## src/tbt_pkg.sv

```systemverilog
// Shared types and constants of the touch baseline tracker.
// No dependencies; imported by every module of the block.
package tbt_pkg;

  localparam int unsigned PAD_COUNT_DEF  = 3;
  localparam int unsigned COUNT_BITS_DEF = 16;

  localparam int unsigned MARGIN_W = 8;
  localparam int unsigned SLACK_W  = 8;
  localparam int unsigned PERIOD_W = 10;
  localparam int unsigned CFG_W    = PERIOD_W;

  localparam logic [MARGIN_W-1:0] MARGIN_RST = MARGIN_W'(15);
  localparam logic [SLACK_W-1:0]  SLACK_RST  = SLACK_W'(2);
  localparam logic [PERIOD_W-1:0] PERIOD_RST = PERIOD_W'(15);
  localparam logic [PERIOD_W-1:0] PERIOD_MAX = '1;

  typedef enum logic [1:0] {
    CFG_MARGIN = 2'd0,
    CFG_SLACK  = 2'd1,
    CFG_PERIOD = 2'd2
  } cfg_reg_e;

  typedef enum logic {
    OP_SAMPLE    = 1'b0,
    OP_CALIBRATE = 1'b1
  } op_e;

  // Per-pad control shared by all pad cells.
  typedef struct packed {
    op_e                 op;
    logic                update;
    logic [MARGIN_W-1:0] margin;
    logic [SLACK_W-1:0]  slack;
  } pad_ctrl_t;

endpackage

```

## src/touch_baseline_tracker_top.sv

```systemverilog
// Top level of the touch baseline tracker: input register, pad cells, timer,
// key flags and result register. Depends on tbt_pkg, tbt_pad and tbt_timer.
//
// Usage:
//   Input stream s_*: one transfer per sample set. s_tuser_i[0] is the op
//   (0 = sample, 1 = calibrate); s_tdata_i carries the pad counts and the
//   per-pad key clear mask. Output stream m_*: one result transfer per input
//   transfer, with touched mask, sticky key mask and updated references.
//   An input transfer passes the input register and then the result register
//   before its result is valid; throughput is one item per cycle while
//   m_tready_i is high, set by the combinational pad update between them (state
//   is written as the result is registered, so the next item sees it at once).
//   Configuration: cfg_we_i writes register cfg_idx_i (0 margin, 1 slack,
//   2 update period) with cfg_wdata_i; write only while the block is idle.
//   Reset: references, key flags and period counter clear, registers take
//   their defaults (15, 2, 15), both streams empty.
//   Stall: when m_tready_i is low the result holds; one more item waits in
//   the input register, then s_tready_o drops until the result is taken.
module touch_baseline_tracker_top #(
  parameter int unsigned PAD_COUNT  = tbt_pkg::PAD_COUNT_DEF,
  parameter int unsigned COUNT_BITS = tbt_pkg::COUNT_BITS_DEF,
  localparam int unsigned IN_BITS   = PAD_COUNT * COUNT_BITS + PAD_COUNT,
  localparam int unsigned IN_W      = ((IN_BITS + 7) / 8) * 8,
  localparam int unsigned OUT_BITS  = 2 * PAD_COUNT + PAD_COUNT * COUNT_BITS,
  localparam int unsigned OUT_W     = ((OUT_BITS + 7) / 8) * 8
) (
  input  logic                       clk_i,
  input  logic                       rst_ni,
  // config write port
  input  logic                       cfg_we_i,
  input  logic [1:0]                 cfg_idx_i,
  input  logic [tbt_pkg::CFG_W-1:0]  cfg_wdata_i,
  // input stream
  input  logic                       s_tvalid_i,
  output logic                       s_tready_o,
  input  logic [IN_W-1:0]            s_tdata_i,  // sample per pad (pad 0 first), clear_mask
  input  logic [0:0]                 s_tuser_i,  // op
  // output stream
  output logic                       m_tvalid_o,
  input  logic                       m_tready_i,
  output logic [OUT_W-1:0]           m_tdata_o   // touched_mask, key_mask, ref per pad (pad 0 first)
);
  import tbt_pkg::*;

  // config registers
  logic [MARGIN_W-1:0] margin_q;
  logic [SLACK_W-1:0]  slack_q;
  logic [PERIOD_W-1:0] period_q;

  always_ff @(posedge clk_i or negedge rst_ni) begin
    if (!rst_ni) begin
      margin_q <= MARGIN_RST;
      slack_q  <= SLACK_RST;
      period_q <= PERIOD_RST;
    end else if (cfg_we_i) begin
      unique case (cfg_reg_e'(cfg_idx_i))
        CFG_MARGIN: margin_q <= cfg_wdata_i[MARGIN_W-1:0];
        CFG_SLACK:  slack_q  <= cfg_wdata_i[SLACK_W-1:0];
        CFG_PERIOD: period_q <= cfg_wdata_i[PERIOD_W-1:0];
        default: ;
      endcase
    end
  end

  // handshake
  logic in_vld_q;
  logic out_vld_q;
  logic out_free;
  logic advance;
  logic in_xfer;

  assign out_free   = !out_vld_q || m_tready_i;
  assign advance    = in_vld_q && out_free;
  assign s_tready_o = !in_vld_q || out_free;
  assign in_xfer    = s_tvalid_i && s_tready_o;

  always_ff @(posedge clk_i or negedge rst_ni) begin
    if (!rst_ni) begin
      in_vld_q  <= 1'b0;
      out_vld_q <= 1'b0;
    end else begin
      if (in_xfer) begin
        in_vld_q <= 1'b1;
      end else if (advance) begin
        in_vld_q <= 1'b0;
      end
      if (advance) begin
        out_vld_q <= 1'b1;
      end else if (m_tready_i) begin
        out_vld_q <= 1'b0;
      end
    end
  end

  // input register
  op_e                                    op_q;
  logic [PAD_COUNT-1:0][COUNT_BITS-1:0]   smp_q;
  logic [PAD_COUNT-1:0]                   clr_q;

  always_ff @(posedge clk_i) begin
    if (in_xfer) begin
      op_q  <= op_e'(s_tuser_i[0]);
      smp_q <= s_tdata_i[PAD_COUNT*COUNT_BITS-1:0];
      clr_q <= s_tdata_i[IN_BITS-1:PAD_COUNT*COUNT_BITS];
    end
  end

  // timer
  logic update;

  tbt_timer u_timer (
    .clk_i    (clk_i),
    .rst_ni   (rst_ni),
    .step_i   (advance && (op_q == OP_SAMPLE)),
    .period_i (period_q),
    .update_o (update)
  );

  // pad cells
  pad_ctrl_t                            ctrl;
  logic [PAD_COUNT-1:0][COUNT_BITS-1:0] refs_q, refs_d;
  logic [PAD_COUNT-1:0]                 touched;
  logic [PAD_COUNT-1:0]                 key_q, key_d;

  assign ctrl = '{op: op_q, update: update, margin: margin_q, slack: slack_q};

  for (genvar p = 0; p < PAD_COUNT; p++) begin : g_pad
    tbt_pad #(
      .COUNT_BITS (COUNT_BITS)
    ) u_pad (
      .ctrl_i    (ctrl),
      .sample_i  (smp_q[p]),
      .ref_i     (refs_q[p]),
      .ref_o     (refs_d[p]),
      .touched_o (touched[p])
    );
  end

  assign key_d = (key_q & ~clr_q) | touched;

  always_ff @(posedge clk_i or negedge rst_ni) begin
    if (!rst_ni) begin
      refs_q <= '0;
      key_q  <= '0;
    end else if (advance) begin
      refs_q <= refs_d;
      key_q  <= key_d;
    end
  end

  // result register
  logic [OUT_BITS-1:0] res_q;

  always_ff @(posedge clk_i) begin
    if (advance) begin
      res_q <= {refs_d, key_d, touched};
    end
  end

  assign m_tvalid_o = out_vld_q;

  always_comb begin
    m_tdata_o                 = '0;
    m_tdata_o[OUT_BITS-1:0]   = res_q;
  end

endmodule

```

## src/tbt_pad.sv

```systemverilog
// Reference update and touch compare for one pad.
// Depends on tbt_pkg.
module tbt_pad #(
  parameter int unsigned COUNT_BITS = tbt_pkg::COUNT_BITS_DEF
) (
  input  tbt_pkg::pad_ctrl_t    ctrl_i,
  input  logic [COUNT_BITS-1:0] sample_i,
  input  logic [COUNT_BITS-1:0] ref_i,
  output logic [COUNT_BITS-1:0] ref_o,
  output logic                  touched_o
);
  import tbt_pkg::*;

  logic [COUNT_BITS-1:0] margin_ext;
  logic [COUNT_BITS-1:0] below;
  logic [COUNT_BITS-1:0] gap;
  logic [COUNT_BITS:0]   limit;
  logic                  above;

  assign margin_ext = COUNT_BITS'(ctrl_i.margin);
  assign below      = (sample_i > margin_ext) ? (sample_i - margin_ext) : '0;
  assign gap        = ref_i - sample_i;
  assign limit      = (COUNT_BITS+1)'(ctrl_i.margin) + (COUNT_BITS+1)'(ctrl_i.slack);
  assign above      = ref_i > sample_i;

  always_comb begin
    ref_o     = ref_i;
    touched_o = 1'b0;
    if (ctrl_i.op == OP_CALIBRATE) begin
      ref_o = below;
    end else if (above) begin
      touched_o = 1'b1;
      if ({1'b0, gap} > limit) begin
        ref_o = ref_i - COUNT_BITS'(1);
      end
    end else if (ctrl_i.update) begin
      if (below >= ref_i) begin
        ref_o = below;
      end else begin
        ref_o = ref_i - COUNT_BITS'(1);
      end
    end
  end

endmodule

```

## src/tbt_timer.sv

```systemverilog
// Update period counter; flags the sample item on which untouched pads re-center or step down.
// Depends on tbt_pkg.
module tbt_timer (
  input  logic                          clk_i,
  input  logic                          rst_ni,
  input  logic                          step_i,
  input  logic [tbt_pkg::PERIOD_W-1:0]  period_i,
  output logic                          update_o
);
  import tbt_pkg::*;

  logic [PERIOD_W-1:0] cnt_q, cnt_d;

  assign update_o = cnt_q > period_i;

  always_comb begin
    cnt_d = cnt_q;
    if (step_i) begin
      if (update_o) begin
        cnt_d = '0;
      end else if (cnt_q < PERIOD_MAX) begin
        cnt_d = cnt_q + PERIOD_W'(1);
      end
    end
  end

  always_ff @(posedge clk_i or negedge rst_ni) begin
    if (!rst_ni) begin
      cnt_q <= '0;
    end else begin
      cnt_q <= cnt_d;
    end
  end

endmodule

```

## config.mk

```make
export PLATFORM = sky130hd
export DESIGN_NAME = touch_baseline_tracker_top
export DESIGN_NICKNAME = d
export VERILOG_FILES = /design/src/tbt_pkg.sv /design/src/touch_baseline_tracker_top.sv /design/src/tbt_pad.sv /design/src/tbt_timer.sv
export SDC_FILE = /design/constraint.sdc
export NUM_CORES = 1
export LEC_CHECK = 0
export BUFFER_PORTS_ARGS = -buffer_cell sky130_fd_sc_hd__buf_2
export CORE_MARGIN = 3
export CORE_UTILIZATION = 56
export DETAILED_ROUTE_END_ITERATION = 8
export PLACE_DENSITY = 0.86
export SETUP_SLACK_MARGIN = 0.02
export SYNTH_ARGS = -nofsm -noshare
export SYNTH_HDL_FRONTEND = slang
export SYNTH_SLANG_ARGS = --single-unit
```

## constraint.sdc

```tcl
create_clock -name clk_i -period 5.1 [get_ports clk_i]
set_input_delay 0.51 -clock clk_i [delete_from_list [all_inputs] [get_ports clk_i]]
set_output_delay 0.51 -clock clk_i [all_outputs]
set_load 0.005 [all_outputs]
```

==> flow_summary.json <==
{
  "hp-class": "primary input to asynchronous set/reset pin",
  "gp_congestion": 1.01,
  "layout.cells.non_filler": 2583,
  "synth_edf_count": 106,
  "ant_nets": 0,
  "first_pass_iters": 8,
  "async_reset_ff_frac": 0.456,
  "clock_skew_ns": 0.0157,
  "h-tree-depth": 4,
  "postLayoutCoreUtil": 0.691,
  "clkTransAtPathRegs_ns": 0.08,
  "hold_violations": 0,
  "cts_buffer_depth": 2,
  "place_inst": 2521,
  "relSlewSlack": 0.334,
  "first_iter_violations": 2213,
  "gr-total-overflow": 0,
  "arrival_ns": 5.51,
  "antenna_cells": 0,
  "crit_path_max_fanout": 7,
  "p_per_area_nw_per_um2": 519,
  "fillCellCount": 2162,
  "synth_seq_cells": 195,
  "finalSetupTns_ns": -1.69,
  "cp-end-kind": "flop",
  "wl_per_cell_um": 21.4,
  "reg2reg_slack_ns": -0.20,
  "core_area_um2": 29000,
  "synth_warnings": 0,
  "die_x_um": 179,
  "start_kind": "flop",
  "synth_area_um2": 16700,
  "ys_types": 83,
  "leakagePower_nw": 8.71,
  "cts_made_buffers": 17,
  "clk_latency_ns": 0.48,
  "dpl_worst_slack_ns": -0.305,
  "setup_slack_ns": -0.195,
  "finalNetCount": 2436,
  "rows": 62,
  "initial_utilization": 0.576,
  "clock-sinks": 195,
  "timing.rr.end": "res_q[18]",
  "via_per_inst": 6.64,
  "fp.dieArea_um2": 31900,
  "ys_seq_area_frac": 0.325,
  "period_minus_slack_ns": 5.30,
  "antenna_found_initial": 1,
  "critPathKind": "flop to flop",
  "grt_first_pass_wirelength_um": 83200,
  "setup_viol": 24,
  "crit-reg2reg-launch": "margin_q[1]",
  "vias": 17157,
  "drive_above_1_share": 0.223,
  "fin_hold_ws_ns": 0.0452,
  "status": "finished, violations left",
  "dp_hpwl_um": 39700,
  "drc": 0,
  "ys.flop_type": "edfxtp_1",
  "violations": "setup timing",
  "post-route-period-util": 1.04,
  "worst_ep_required_time_ns": 5.31,
  "cts_tree": "done",
  "r2r_cells": 22,
  "gr-usage-all-layers": 0.333,
  "drt-total-wl_um": 55300,
  "portBuffers": 124,
  "max_slew.worst_pin.slew_ns": 1.00,
  "drv_slew": 0,
  "fmaxAchievable_mhz": 189,
  "die_y_um": 179,
  "rsz0062_at_grt": "true",
  "layout_common_cells": "inv_1 (170), nor2_1 (168), nand2_1 (166), ha_1 (165), buf_4 (132)",
  "ir_drop_uv": 344,
  "grt_max_degree": 79,
  "root_buffer": "clkbuf_16",
  "final_common_cell": "inv_1",
  "areaGrowthSynthToFinish_pct": 20.1,
  "ios": 132,
  "syn_inst": 1956,
  "avgSynthCellArea_um2": 8.54,
  "grt_pass1_vias": 15816,
  "maxCapViolCount": 0
}
## layout make-up
| type | instances | area (um2) | share of cell area |
|---|---|---|---|
| well taps | 384 | 480 | 0.0240 |
| inverters | 174 | 656 | 0.0327 |
| flip-flops and latches | 195 | 5420 | 0.270 |
| repair buffers | 275 | 1860 | 0.0930 |
| clock buffers | 17 | 425 | 0.0212 |
| clock inverters | 15 | 160 | 0.00799 |
| multi-input cells | 1523 | 11000 | 0.551 |
## layer usage
| metal | vias up | routed length (um) | GRT usage |
|---|---|---|---|
| met5 | - | 13 | 0 |
| met4 | 2 | 2920 | 0.150 |
| met3 | 239 | 6050 | 0.0578 |
| met2 | 1131 | 24700 | 0.523 |
| met1 | 8088 | 21700 | 0.450 |
| li1 | 7697 | - | - |
## repair_timing
action                                  CTS  global route
hold buffers                              0             0
resized for setup                        48           137
buffers inserted                         11            19
cloned                                    0             2
hold endpoints to repair                  0             0
endpoints found under the setup margin   77            95
pin swaps                                 9            63
## worst max path at each step
stage                 from   endpoint  cells after the start
2_1_floorplan  margin_q[1]  res_q[13]                     22
3_3_place_gp   margin_q[1]  res_q[18]                     22
3_5_place_dp   margin_q[1]  refs_q[2]                     22
4_1_cts        margin_q[1]  res_q[18]                     22
5_1_grt        margin_q[1]  res_q[18]                     22
6_report       margin_q[1]  res_q[18]                     22
## cells by family (layout without fill, tap and decap cells)
group,after synthesis,in the layout,share of synthesized area
xor+xnor,79,79,0.0414
fa+ha+maj,176,176,0.135
compound gates,610,610,0.242
buf+inv,239,481,0.0555
flops,195,195,0.325
other cells,1,2,0.000225
simple gates,611,611,0.171
mux,45,45,0.0294
## per-stage QoR
step           total power, mW  instance area, um2
2_1_floorplan             6.34               16700
6_report                  10.4               20100
3_5_place_dp              8.20               18500
4_1_cts                   9.74               19300
3_3_place_gp              7.95               18500
5_1_grt                   11.1               20100
## where the power goes
group | total, mW | switching [mW] | internal [mW]
logic | 6.47 | 3.74 | 2.73
registers | 2.57 | 0.503 | 2.07
clock network | 1.37 | 0.716 | 0.655
## flip-flops by register name, summed over array words and instances, names as in the netlist
register	cells
clr_q	3
smp_q	48
key_q	3
in_vld_q	1
op_q	1
refs_q	48
margin_q	8
m_tvalid_o	1
res_q	54
slack_q	8
u_timer.cnt_q	10
period_q	10
## Yosys cell counts (all sizes together), types with 11 or more instances
| library cell | instances | area share |
|---|---|---|
| and2 | 16 | 0.0060 |
| nor3 | 63 | 0.019 |
| a21o | 39 | 0.018 |
| nor2 | 176 | 0.040 |
| inv | 172 | 0.039 |
| nand2 | 169 | 0.038 |
| a221oi | 11 | 0.0058 |
| nand2b | 14 | 0.0052 |
| or2 | 11 | 0.0041 |
| xnor2 | 62 | 0.033 |
| o22ai | 13 | 0.0049 |
| nor4 | 16 | 0.0060 |
| dfrtp | 80 | 0.12 |
| clkbuf | 56 | 0.013 |
| ha | 169 | 0.13 |
| nor2b | 15 | 0.0056 |
| nand4 | 34 | 0.013 |
| mux2 | 32 | 0.022 |
| a31oi | 26 | 0.0097 |
| a21oi | 131 | 0.039 |
| o21bai | 11 | 0.0049 |
| or3 | 15 | 0.0056 |
| edfxtp | 106 | 0.19 |
| o211ai | 23 | 0.011 |
| mux2i | 13 | 0.0078 |
| xor2 | 17 | 0.0089 |
| nand3 | 48 | 0.014 |
| a211oi | 32 | 0.014 |
| o31a | 12 | 0.0063 |
| o21ai | 149 | 0.045 |
| o21a | 29 | 0.013 |
| a21boi | 12 | 0.0054 |
| o31ai | 17 | 0.0076 |
## critical path: stages (launching register included)
cell and delay, ns:
dfstp_2 0.54, inv_2 0.05, ha_4 0.21, nor2b_4 0.12
o31a_1 0.25, o31a_1 0.29, o21ai_2 0.23, a21oi_2 0.10
or4_4 0.43, or3_4 0.37, xnor2_4 0.19, nor2_1 0.06
ha_1 0.29, nand4_1 0.15, nor4_2 0.32, nand2_1 0.15
a31oi_4 0.22, or2_4 0.23, o21ai_1 0.10, a221oi_2 0.28
nor3_1 0.09, a211oi_1 0.28, nand2_1 0.08
(Power assumes the default switching activity.)
